File: config.mk
export PLATFORM = sky130hd
export DESIGN_NAME = fasta_sequence_packer_unit
export DESIGN_NICKNAME = d
export VERILOG_FILES = /design/src/rtl/fsp_pkg.sv /design/src/rtl/fsp_core.sv /design/src/rtl/fsp_outq.sv /design/src/rtl/fasta_sequence_packer_unit.sv
export SDC_FILE = /design/constraint.sdc
export NUM_CORES = 2
export LEC_CHECK = 0
export BUFFER_PORTS_ARGS = -buffer_cell sky130_fd_sc_hd__buf_2
export CORE_MARGIN = 5
export CORE_UTILIZATION = 30
export CTS_BUF_LIST = sky130_fd_sc_hd__clkbuf_4 sky130_fd_sc_hd__clkbuf_8
export CTS_CLUSTER_SIZE = 8
export DETAILED_ROUTE_END_ITERATION = 10
export GPL_ROUTABILITY_DRIVEN = 0
export RECOVER_POWER = 50
export SYNTH_ARGS = -nofsm -noshare
export SYNTH_HDL_FRONTEND = slang
export SYNTH_SLANG_ARGS = --single-unit
File: constraint.sdc
create_clock -name i_clk -period 16.64 [get_ports i_clk]
set_clock_uncertainty 0.05 [all_clocks]
set_input_delay 4.992 -clock i_clk [delete_from_list [all_inputs] [get_ports i_clk]]
set_output_delay 4.992 -clock i_clk [all_outputs]
set_load 0.02 [all_outputs]
File: src/rtl/fsp_pkg.sv
// ----------------------------------------------------------------------------
// fsp_pkg
// Shared types and constants for the FASTA sequence packer.
// ----------------------------------------------------------------------------
package fsp_pkg;

    localparam int COUNT_BITS_DEFAULT = 32;

    // result queue depth, power of two, at least 2
    localparam int OUTQ_DEPTH = 4;

    localparam logic [7:0] CH_DOLLAR  = 8'h24;
    localparam logic [7:0] CH_GT      = 8'h3E;
    localparam logic [7:0] CH_LF      = 8'h0A;
    localparam logic [7:0] CH_CR      = 8'h0D;
    localparam logic [7:0] CH_UPPER_A = 8'h41;
    localparam logic [7:0] CH_UPPER_Z = 8'h5A;
    localparam logic [7:0] CH_LOWER_A = 8'h61;
    localparam logic [7:0] CH_LOWER_Z = 8'h7A;
    localparam logic [7:0] CH_PRINT_LO = 8'h20;
    localparam logic [7:0] CH_PRINT_HI = 8'h7E;

    localparam logic [2:0] ST_OK        = 3'd0;
    localparam logic [2:0] ST_NO_LEAD   = 3'd1;
    localparam logic [2:0] ST_PRINTABLE = 3'd2;
    localparam logic [2:0] ST_NONPRINT  = 3'd3;
    localparam logic [2:0] ST_EMPTY_END = 3'd4;

    typedef enum logic [1:0] {
        PH_FIRST,
        PH_HEADER,
        PH_SEQ,
        PH_ERROR
    } t_phase;

    typedef struct packed {
        logic [7:0] in_byte;
        logic       in_last;
    } t_in_word;

    typedef struct packed {
        logic [7:0]  out_byte;
        logic        run_end;
        logic        file_done;
        logic [2:0]  status;
        logic [31:0] seq_total;
        logic [31:0] letter_total;
        logic [31:0] shortest_len;
        logic [31:0] longest_len;
    } t_out_word;

    // second implies first
    typedef struct packed {
        logic first;
        logic second;
    } t_push;

endpackage

File: src/rtl/fsp_core.sv
// ----------------------------------------------------------------------------
// fsp_core
// Input register, parse state and counters; forms up to two result words
// per input word.
// ----------------------------------------------------------------------------
module fsp_core #(
    parameter int COUNT_BITS = fsp_pkg::COUNT_BITS_DEFAULT
) (
    input  logic              i_clk,
    input  logic              i_rst_n,
    input  logic              i_in_valid,
    output logic              o_in_ready,
    input  fsp_pkg::t_in_word i_in_word,
    input  logic              i_room,
    output fsp_pkg::t_push    o_push,
    output fsp_pkg::t_out_word o_res0,
    output fsp_pkg::t_out_word o_res1
);

    localparam int WIDE_BITS = (COUNT_BITS > 32) ? COUNT_BITS : 32;

    logic                   r_in_valid;
    fsp_pkg::t_in_word      r_in_word;
    fsp_pkg::t_phase        r_phase, n_phase, m_phase;
    logic [COUNT_BITS-1:0]  r_cur, n_cur, m_cur;
    logic [COUNT_BITS-1:0]  r_seq, n_seq, m_seq;
    logic [COUNT_BITS-1:0]  r_letter, n_letter, m_letter;
    logic [COUNT_BITS-1:0]  r_min, n_min, m_min;
    logic [COUNT_BITS-1:0]  r_max, n_max, m_max;
    logic [COUNT_BITS-1:0]  fin_min, fin_max;

    logic       fire;
    logic [7:0] b;
    logic       last;
    logic       is_gt, is_nl, is_alpha, is_print;
    logic       f_has, z_has, z_done;
    fsp_pkg::t_out_word f_word, z_word;

    function automatic logic [COUNT_BITS-1:0] sat_inc(input logic [COUNT_BITS-1:0] v);
        sat_inc = (&v) ? v : v + COUNT_BITS'(1);
    endfunction

    function automatic logic [31:0] to_out(input logic [COUNT_BITS-1:0] v);
        logic [WIDE_BITS-1:0] w;
        w = WIDE_BITS'(v);
        to_out = (w > WIDE_BITS'(32'hFFFF_FFFF)) ? 32'hFFFF_FFFF : w[31:0];
    endfunction

    assign fire       = r_in_valid && i_room;
    assign o_in_ready = !r_in_valid || fire;
    assign b          = r_in_word.in_byte;
    assign last       = r_in_word.in_last;

    always_comb begin
        is_gt    = (b == fsp_pkg::CH_GT);
        is_nl    = (b == fsp_pkg::CH_LF) || (b == fsp_pkg::CH_CR);
        is_alpha = b inside {[fsp_pkg::CH_UPPER_A:fsp_pkg::CH_UPPER_Z],
                             [fsp_pkg::CH_LOWER_A:fsp_pkg::CH_LOWER_Z]};
        is_print = b inside {[fsp_pkg::CH_PRINT_LO:fsp_pkg::CH_PRINT_HI]};
    end

    // state after the byte itself, before end-of-file handling
    always_comb begin
        m_phase  = r_phase;
        m_cur    = r_cur;
        m_seq    = r_seq;
        m_letter = r_letter;
        m_min    = r_min;
        m_max    = r_max;
        case (r_phase)
            fsp_pkg::PH_FIRST: begin
                if (is_gt) begin
                    m_seq   = sat_inc(r_seq);
                    m_phase = fsp_pkg::PH_HEADER;
                end else begin
                    m_phase = fsp_pkg::PH_ERROR;
                end
            end
            fsp_pkg::PH_HEADER: begin
                if (is_nl) begin
                    m_phase = fsp_pkg::PH_SEQ;
                end
            end
            fsp_pkg::PH_SEQ: begin
                if (is_gt) begin
                    m_seq   = sat_inc(r_seq);
                    m_min   = (r_cur < r_min) ? r_cur : r_min;
                    m_max   = (r_cur > r_max) ? r_cur : r_max;
                    m_cur   = '0;
                    m_phase = fsp_pkg::PH_HEADER;
                end else if (is_alpha) begin
                    m_cur    = sat_inc(r_cur);
                    m_letter = sat_inc(r_letter);
                end else if (!is_nl) begin
                    m_phase = fsp_pkg::PH_ERROR;
                end
            end
            default: begin
            end
        endcase
    end

    // next state
    always_comb begin
        if (last) begin
            n_phase  = fsp_pkg::PH_FIRST;
            n_cur    = '0;
            n_seq    = '0;
            n_letter = '0;
            n_min    = '1;
            n_max    = '0;
        end else begin
            n_phase  = m_phase;
            n_cur    = m_cur;
            n_seq    = m_seq;
            n_letter = m_letter;
            n_min    = m_min;
            n_max    = m_max;
        end
    end

    // result words
    always_comb begin
        f_has  = 1'b0;
        f_word = '0;
        f_word.status = fsp_pkg::ST_OK;
        case (r_phase)
            fsp_pkg::PH_FIRST: begin
                if (!is_gt) begin
                    f_has         = 1'b1;
                    f_word.status = fsp_pkg::ST_NO_LEAD;
                end
            end
            fsp_pkg::PH_SEQ: begin
                if (is_gt) begin
                    f_has           = 1'b1;
                    f_word.out_byte = fsp_pkg::CH_DOLLAR;
                end else if (is_alpha) begin
                    f_has           = 1'b1;
                    f_word.out_byte = b;
                end else if (is_nl) begin
                    f_has = 1'b0;
                end else if (is_print) begin
                    f_has         = 1'b1;
                    f_word.status = fsp_pkg::ST_PRINTABLE;
                end else begin
                    f_has         = 1'b1;
                    f_word.status = fsp_pkg::ST_NONPRINT;
                end
            end
            default: begin
            end
        endcase

        z_has   = last && (m_phase != fsp_pkg::PH_ERROR);
        z_done  = (m_cur != '0);
        fin_min = (m_cur < m_min) ? m_cur : m_min;
        fin_max = (m_cur > m_max) ? m_cur : m_max;
        z_word  = '0;
        z_word.run_end = 1'b1;
        if (z_done) begin
            z_word.out_byte     = fsp_pkg::CH_DOLLAR;
            z_word.file_done    = 1'b1;
            z_word.status       = fsp_pkg::ST_OK;
            z_word.seq_total    = to_out(m_seq);
            z_word.letter_total = to_out(m_letter);
            z_word.shortest_len = to_out(fin_min);
            z_word.longest_len  = to_out(fin_max);
        end else begin
            z_word.status = fsp_pkg::ST_EMPTY_END;
        end
        f_word.run_end = !z_has;

        o_push.first  = fire && (f_has || z_has);
        o_push.second = fire && f_has && z_has;
        o_res0        = f_has ? f_word : z_word;
        o_res1        = z_word;
    end

    always_ff @(posedge i_clk) begin
        if (!i_rst_n) begin
            r_in_valid <= 1'b0;
            r_phase    <= fsp_pkg::PH_FIRST;
            r_cur      <= '0;
            r_seq      <= '0;
            r_letter   <= '0;
            r_min      <= '1;
            r_max      <= '0;
        end else begin
            if (o_in_ready) begin
                r_in_valid <= i_in_valid;
            end
            if (fire) begin
                r_phase  <= n_phase;
                r_cur    <= n_cur;
                r_seq    <= n_seq;
                r_letter <= n_letter;
                r_min    <= n_min;
                r_max    <= n_max;
            end
        end
    end

    always_ff @(posedge i_clk) begin
        if (o_in_ready && i_in_valid) begin
            r_in_word <= i_in_word;
        end
    end

`ifndef SYNTHESIS
    a_last_resets: assert property (@(posedge i_clk) disable iff (!i_rst_n)
        fire && last |=> r_phase == fsp_pkg::PH_FIRST && r_cur == '0 && r_seq == '0)
        else $error("state not cleared after last word");
    a_second_needs_first: assert property (@(posedge i_clk) disable iff (!i_rst_n)
        o_push.second |-> o_push.first)
        else $error("second result pushed without first");
    a_state_holds: assert property (@(posedge i_clk)
        i_rst_n && !fire |=> $stable(r_phase) && $stable(r_letter))
        else $error("parse state changed without a word");
`endif

endmodule

File: src/rtl/fsp_outq.sv
// ----------------------------------------------------------------------------
// fsp_outq
// Result queue: takes up to two words per cycle, one out per ready cycle.
// ----------------------------------------------------------------------------
module fsp_outq (
    input  logic                i_clk,
    input  logic                i_rst_n,
    input  fsp_pkg::t_push      i_push,
    input  fsp_pkg::t_out_word  i_res0,
    input  fsp_pkg::t_out_word  i_res1,
    output logic                o_room,
    output logic                o_out_valid,
    input  logic                i_out_ready,
    output fsp_pkg::t_out_word  o_out_word
);

    localparam int DEPTH = fsp_pkg::OUTQ_DEPTH;
    localparam int PTR_W = $clog2(DEPTH);
    localparam int CNT_W = $clog2(DEPTH + 1);

    fsp_pkg::t_out_word r_mem [DEPTH];
    logic [PTR_W-1:0]   r_wr, r_rd;
    logic [CNT_W-1:0]   r_count;
    logic [CNT_W-1:0]   push_n;
    logic               pop;

    assign pop         = (r_count != '0) && i_out_ready;
    assign push_n      = CNT_W'(i_push.first) + CNT_W'(i_push.second);
    assign o_room      = (r_count <= CNT_W'(DEPTH - 2));
    assign o_out_valid = (r_count != '0);
    assign o_out_word  = r_mem[r_rd];

    always_ff @(posedge i_clk) begin
        if (!i_rst_n) begin
            r_wr    <= '0;
            r_rd    <= '0;
            r_count <= '0;
        end else begin
            r_wr    <= r_wr + PTR_W'(push_n);
            r_rd    <= r_rd + PTR_W'(pop);
            r_count <= r_count + push_n - CNT_W'(pop);
        end
    end

    always_ff @(posedge i_clk) begin
        if (i_push.first) begin
            r_mem[r_wr] <= i_res0;
        end
        if (i_push.second) begin
            r_mem[r_wr + PTR_W'(1)] <= i_res1;
        end
    end

`ifndef SYNTHESIS
    a_no_overflow: assert property (@(posedge i_clk) disable iff (!i_rst_n)
        r_count <= CNT_W'(DEPTH))
        else $error("result queue overflow");
    a_push_has_room: assert property (@(posedge i_clk) disable iff (!i_rst_n)
        i_push.first |-> o_room)
        else $error("push without room");
    a_count_idle: assert property (@(posedge i_clk)
        i_rst_n && !i_push.first && !pop |=> $stable(r_count))
        else $error("queue count moved without push or pop");
`endif

endmodule

File: src/rtl/fasta_sequence_packer_unit.sv
// ----------------------------------------------------------------------------
// fasta_sequence_packer_unit
// FASTA text to packed letter stream with per-file length summary.
// ----------------------------------------------------------------------------
// Input channel (i_in_valid / o_in_ready / i_in_word): one text byte per word,
// in_last set on the final byte of a file.
// Output channel (o_out_valid / i_out_ready / o_out_word): letters, '$'
// separators, error words and the closing summary of each error-free file.
// A byte gives zero, one or two result words; two only on a last byte that
// also produces a word of its own.
// Path: an accepted byte waits in the input register, then its results are
// written into the result queue, from which they are offered.
// Throughput: one byte per cycle while results are taken as fast; the extra
// result of a byte that gives two is absorbed by the four-entry result queue.
// Reset clears the parse state and counters and empties the queue.
// When the receiver stalls, the queue fills; once fewer than two queue
// entries are free, a held input byte waits and input ready drops.
// ----------------------------------------------------------------------------
module fasta_sequence_packer_unit #(
    parameter int COUNT_BITS = fsp_pkg::COUNT_BITS_DEFAULT
) (
    input  logic               i_clk,
    input  logic               i_rst_n,
    input  logic               i_in_valid,
    output logic               o_in_ready,
    input  fsp_pkg::t_in_word  i_in_word,
    output logic               o_out_valid,
    input  logic               i_out_ready,
    output fsp_pkg::t_out_word o_out_word
);

    fsp_pkg::t_push     push;
    fsp_pkg::t_out_word res0, res1;
    logic               room;

    fsp_core #(
        .COUNT_BITS (COUNT_BITS)
    ) u_core (
        .i_clk      (i_clk),
        .i_rst_n    (i_rst_n),
        .i_in_valid (i_in_valid),
        .o_in_ready (o_in_ready),
        .i_in_word  (i_in_word),
        .i_room     (room),
        .o_push     (push),
        .o_res0     (res0),
        .o_res1     (res1)
    );

    fsp_outq u_outq (
        .i_clk       (i_clk),
        .i_rst_n     (i_rst_n),
        .i_push      (push),
        .i_res0      (res0),
        .i_res1      (res1),
        .o_room      (room),
        .o_out_valid (o_out_valid),
        .i_out_ready (i_out_ready),
        .o_out_word  (o_out_word)
    );

endmodule
# ---- Yosys cells after proc, flatten, opt, wreduce, memory -nomap -nowiden
# Memories as Yosys holds them, arrays and structs flattened. A register that Yosys moved wholly into a read port is not among the register bits.
# Index checks and enable logic that the tools add are counted.
dict set report word_totals {
  regBits 179
  ramBits 564
  in_bits 13
  out_inout_bits 143
  word_cells 125
  mem_count 1
}
# name depth word_bits read_ports rd_ports_with_merged_regs write_ports line
set memory_table {}
lappend memory_table {u_outq.r_mem 4 141 1 1 2 fsp_outq.sv:21} ;# fsp_pkg::t_out_word r_mem [DEPTH];
dict set report op_classes {
  n_addsub 9
  magnitude_cmp 15
  eq_ne 6
  muxes 59
  reduce_logical 23
}
# operator n
set op_table {}
lappend op_table {{$mux W32} 28}
lappend op_table {{$mux W141} 1}
lappend op_table {{$gt A32 B32 Y1 const B} 4}
lappend op_table {{$mux W128} 1}
lappend op_table {{$add A32 B1 Y32 const B} 3}
lappend op_table {{$reduce_and A32 Y1} 3}
lappend op_table {{$gt A32 B32 Y1} 2}
lappend op_table {{$lt A32 B32 Y1} 2}
lappend op_table {{$reduce_bool A32 Y1} 1}
lappend op_table {{$le A8 B7 Y1 const B} 3}
lappend op_table {{$mux W8} 3}
lappend op_table {{$eq A8 B4 Y1 const B} 2}
lappend op_table {{$ge A8 B7 Y1 const B} 2}
lappend op_table {{$mux W2} 7}
lappend op_table {{$mux W3} 4}
lappend op_table {{$mux W1} 11}
lappend op_table {{$logic_and A1 B1 Y1} 10}
lappend op_table {{$eq A8 B6 Y1 const B} 1}
lappend op_table {{$ge A8 B6 Y1 const B} 1}
lappend op_table {{$mux W6} 1}
lappend op_table {{$pmux W2 S3} 1}
lappend op_table {{$pmux W3 S2} 1}
lappend op_table {{$add A3 B3 Y3} 1}
lappend op_table {{$le A3 B2 Y1 const B} 1}
lappend op_table {{other kinds (15)} 18}

# ---- Logic depth before layout (Yosys ltp)
dict set report logic_depth {
  depth_word 13
  depth_mapped 22
  depth_no_buf 20
}

# ---- By module
# From an unflattened synthesis, not the netlist that was laid out.
dict set report unflattened {
  hier_cells 3533
  hier_area_um2 42978.7
}
# mod instances cells_per_inst area_per_inst_um2 seq_area_each_um2
set modules_own_cells {}
lappend modules_own_cells {fsp_outq 1 1406 27400.0 17076.4}
lappend modules_own_cells {fsp_core 1 2127 15578.7 3533.4}

# ---- Worst setup path before layout
# OpenSTA, ideal clock, no wires.
dict set report synth_path {
  kind {reg-to-output}
  from {reg u_outq.r_rd[0] (netlist name)}
  to {out o_out_word[100] in the netlist's numbering}
  t_arrival_ps 1981
  required_ps 11598
  path_slack_ps 9617
  path_stages_with_launch 5
  path_buffers 3
  path_cell_list {dfxtp_1 -> clkbuf_1 -> clkbuf_1 -> buf_1 -> mux4_2}
}
# element line
set synth_rtl {}
lappend synth_rtl {{end: declaration} fasta_sequence_packer_unit.sv:29} ;# output fsp_pkg::t_out_word o_out_word

==> results.md <==
- The run finished, with violations left.
- The checks that failed: max-capacitance violations, max-slew violations.
- The detail route stage leaves a number of antenna-violating nets equal to 0.
- The proportion of layout cells with a drive suffix above 1 is ~17%.
- In this run the most used layer during global routing was met2.
- The first-pass iteration count of the detailed router is 5.
- The average wire length per cell after detail routing is 21.1 um.
- The met1 track demand over resource in global routing is a little over a fifth.
- Once placement finished, the instance area stood at between 0.03 and 0.04 mm^2.
- The cell area power density is 113 mW/mm^2.
- The count of final hold-check violations was 0.
- Hold repair after CTS inserted 0 buffers.
- During placement, the flow inserted port buffers numbering 155.
- Dividing the detail-routed via count by the number of cells gives around 5.1.
- The mean cell area of the mapped netlist is between 10 and 15 um^2.
- In the synthesized netlist, the number of instances is 3,221.
- Pin placement for this block handled 156 I/O pins.
- The critical path in this run is classified as reg2out.
- The maximum number of pins on one net before global-route repair is 71.
- For the worst-skew pair, the clock arrives at the later sink with an insertion delay of a little over 0.8 ns.
- The met2 track demand over resource in global routing is between 20% and 30%.
- The leakage power of the design is 14.5 nW.
- The die height is roughly 360 um.
- Including well taps, the total number of placed cells is 4,836.
- Data arrives at the worst endpoint at 3.63 ns.
- The global routing met3 resource utilization is 2.44%.
- The number of max-slew violations in the final report came to a little under 700.
- The number of antenna violations at the first check in global routing came to 1.
- After the first detailed-routing iteration, the DRC count stood at 2,082.
- The total nets after synthesis is between 3,000 and 4,000.
- At the worst endpoint, the required time is approximately 12 ns.
- The number of setup buffers added after CTS is 0.
- The total number of H-tree levels is 4.
- Tracing the worst setup path back leads to its startpoint at u_outq.r_rd[0]$_SDFF_PN0_.
- Setup repair after global routing left no endpoint under its margin.
- The number of buffers inserted during clock tree synthesis is 130.
- VDD sags by at most 0.0000875 V.
- The standard cell core area is 0.122 mm^2.
- In the synthesized netlist the async set-or-reset flop fraction comes to 0%.
- The overall via count from detail_route is ~26,000.
- The overall track demand over capacity in global routing is 16.1%.
- Gates resized during post-CTS repair numbered 0.
- The post-layout minimum cycle time is between 8 and 9 ns.
- The area growth from synthesis to layout is 13.0%.
- The buffer type at the clock tree root is sky130_fd_sc_hd__clkbuf_8.
- The sequential cell area fraction in the yosys report is a little over half.
- The type of the worst min-delay path is reg2reg.
- Wires add up to 107,000 um.
- At the end of the flow the core is filled with cells to 34.2%.
- In the routed design, unresolved DRC markers number 0.
- The startpoint of the tightest hold check path is u_outq.r_mem[0][139]$_SDFFE_PP0P_.
- Across the run, the number of max-cap violations was 15.
- The total power is 4.74 mW.
- Yosys mapped a number of flops with a built-in enable equal to 537.
- Row generation in the floorplan step produced about 130 rows.
- After the last flow step, the layout net total stands at ~3,500.
- The final setup slack of the worst path is between 7 and 8 ns.
- After clock tree synthesis, the clock-pin slew on the worst setup and hold paths is ~0.06 ns.
- The die is 361 um wide.
- After layout, the worst path uses 52.1% of the clock period.
- Once layout is done, the placed cells without fillers occupy 0.0418 mm^2.
- In this run the tightest slew margin relative to its limit is -174%.
- The starting density of the core is 30.3%.
- In this run the deepest clock path goes through 3 buffers.
- At the placement stage, the worst setup path has a slack of 8.62 ns.
- Summed over all layers, the global routing overflow is 0.
- The count of synthesis-stage warnings from yosys is 0.
- The startpoint identified for the worst register-to-register timing path is u_core.r_cur[1]$_SDFFE_PN0P_.
- The placed wire-length estimate is around 70,000 um.
- The type of element capturing the critical path is a primary output.
- The area enclosed by the die boundary is 0.130 mm^2.
- Clock tree synthesis found a total of 743 sinks.
- TritonCTS built the clock tree.
- The wire length of the first global-routing pass is roughly 160,000 um.
- The finished layout holds around 5,000 standard cells, fillers aside.
- The maximum operating frequency is about 120 MHz.
- On the final layout, the worst hold slack is 0.406 ns.
- Along the worst path, the maximum fanout reaches approximately 50.
- For the pin with the worst max-slew slack, the measured transition is 4.10 ns.
- The worst setup path is launched from a register.
- The via count of the first global-routing pass is 26,200.
- Summing every instance area after synthesis gives approximately 0.037 mm^2.
- The top flip-flop cell by instance count after synthesis is sky130_fd_sc_hd__edfxtp_1.
- The final setup violation count is 0.
- The total negative slack for setup checks is 0 ns.
- The number of distinct library cell variants in the gate-level netlist after synthesis is a little under 80.
- The flip-flop and latch count after synthesis is 743.
state kept, by name (all words and copies together), names as in the netlist:
signal / flops
u_core.r_min: 32
u_core.b: 8
u_outq.r_mem: 564
u_core.r_cur: 32
u_core.r_seq: 32
u_outq.r_rd: 2
u_core.last: 1
u_core.r_letter: 32
u_core.r_in_valid: 1
u_outq.r_count: 3
u_core.r_phase: 2
u_outq.r_wr: 2
u_core.r_max: 32
worst paths after layout:
| kind | to | depth (start not counted) | slack [ns] |
|---|---|---|---|
| max | o_out_word[80] | 4 | 7.97 |
| min | u_outq.r_mem[0][139]$_SDFFE_PP0P_ | 2 | 0.41 |
| max reg2reg | u_outq.r_mem[1][26]$_DFFE_PP_ | 12 | 8.99 |
| min reg2reg | u_outq.r_mem[0][139]$_SDFFE_PP0P_ | 2 | 0.41 |
routing by layer:
layer | wire (um) | vias up
met1 | 45700 | 12900
met2 | 52900 | 764
met3 | 5030 | 174
li1 | - | 12100
met5 | 0 | -
met4 | 3110 | 0
synthesized netlist by cell type, types with 58 or more instances:
cell type / number / share of area (%)
sky130_fd_sc_hd__a21oi_1: 69 / 0.93
sky130_fd_sc_hd__dfxtp_1: 206 / 11
sky130_fd_sc_hd__and2_1: 70 / 1.2
sky130_fd_sc_hd__nor2_1: 497 / 5.1
sky130_fd_sc_hd__edfxtp_1: 537 / 44
sky130_fd_sc_hd__o21ai_0: 137 / 1.9
sky130_fd_sc_hd__mux4_2: 141 / 8.6
sky130_fd_sc_hd__ha_1: 135 / 4.6
sky130_fd_sc_hd__inv_1: 115 / 1.2
sky130_fd_sc_hd__mux2i_1: 72 / 2.0
sky130_fd_sc_hd__nor2b_1: 58 / 0.98
sky130_fd_sc_hd__nand2_1: 230 / 2.3
sky130_fd_sc_hd__nand3_1: 87 / 1.2
sky130_fd_sc_hd__clkbuf_1: 119 / 1.2
sky130_fd_sc_hd__nor3_1: 150 / 2.0
worst max-delay path: stages (launching register included):
cell                      delay, ns
sky130_fd_sc_hd__dfxtp_4       0.62
sky130_fd_sc_hd__buf_4         0.56
sky130_fd_sc_hd__buf_4         0.79
sky130_fd_sc_hd__mux4_2        0.60
sky130_fd_sc_hd__buf_2         0.18
kinds of logic (layout without fill, tap and decap cells):
logic type      Yosys count  count (layout)  share of synthesized area (%)
xor+xnor                 86              86                           2.04
buf+inv                 335             550                           3.94
simple gates           1278            1278                           16.3
mux                     219             219                           10.7
fa+ha+maj               136             136                           4.63
compound gates          424             424                           7.54
other cells               0               1                              0
flops                   743             743                           54.8
cell usage in the layout, fill, tap and decap left out, types with 10 or more instances in the layout:
master | synthesis | routed
sky130_fd_sc_hd__a211oi_1 | 19 | 19
sky130_fd_sc_hd__a21boi_0 | 13 | 13
sky130_fd_sc_hd__a21o_1 | 16 | 16
sky130_fd_sc_hd__a21oi_1 | 69 | 69
sky130_fd_sc_hd__a22o_1 | 32 | 32
sky130_fd_sc_hd__a22oi_1 | 36 | 36
sky130_fd_sc_hd__and2_0 | 3 | 15
sky130_fd_sc_hd__and2_1 | 70 | 57
sky130_fd_sc_hd__and3_1 | 27 | 27
sky130_fd_sc_hd__and4_1 | 17 | 17
sky130_fd_sc_hd__buf_2 | 26 | 154
sky130_fd_sc_hd__buf_4 | 44 | 40
sky130_fd_sc_hd__clkbuf_1 | 119 | 11
sky130_fd_sc_hd__clkbuf_4 | 0 | 47
sky130_fd_sc_hd__clkbuf_8 | 0 | 137
sky130_fd_sc_hd__clkinv_1 | 1 | 15
sky130_fd_sc_hd__dfxtp_1 | 206 | 204
sky130_fd_sc_hd__edfxtp_1 | 537 | 537
sky130_fd_sc_hd__ha_1 | 135 | 135
sky130_fd_sc_hd__inv_1 | 115 | 115
sky130_fd_sc_hd__mux2i_1 | 72 | 72
sky130_fd_sc_hd__mux4_2 | 141 | 141
sky130_fd_sc_hd__nand2_1 | 230 | 227
sky130_fd_sc_hd__nand2b_1 | 11 | 11
sky130_fd_sc_hd__nand3_1 | 87 | 87
sky130_fd_sc_hd__nand4_1 | 51 | 51
sky130_fd_sc_hd__nor2_1 | 497 | 496
sky130_fd_sc_hd__nor2b_1 | 58 | 57
sky130_fd_sc_hd__nor3_1 | 150 | 150
sky130_fd_sc_hd__nor3b_1 | 10 | 10
sky130_fd_sc_hd__o21a_1 | 10 | 10
sky130_fd_sc_hd__o21ai_0 | 137 | 137
sky130_fd_sc_hd__o22ai_1 | 33 | 33
sky130_fd_sc_hd__or3_1 | 25 | 25
sky130_fd_sc_hd__or4_1 | 10 | 10
sky130_fd_sc_hd__xnor2_1 | 40 | 40
sky130_fd_sc_hd__xor2_1 | 46 | 46
report_power, final:
group	total [mW]	switching, mW	leakage, nW	internal, mW
combinational	0.880	0.538	6.70	0.342
sequential	2.13	0.0563	6.42	2.07
clock	1.73	0.775	1.39	0.951
total	4.74	1.37	14.5	3.37
cell type report:
| cell class | instances | area (um^2) |
|---|---|---|
| diodes | 1 | 2.50 |
| clock buffers | 184 | 2240 |
| clock inverters | 41 | 383 |
| fillers | 12100 | 80300 |
| inverters | 120 | 450 |
| multi-input cells | 2143 | 15300 |
| flip-flops and latches | 743 | 20300 |
| well taps | 1625 | 2030 |
| repair buffers | 205 | 1110 |
(Power assumes the default switching activity.)
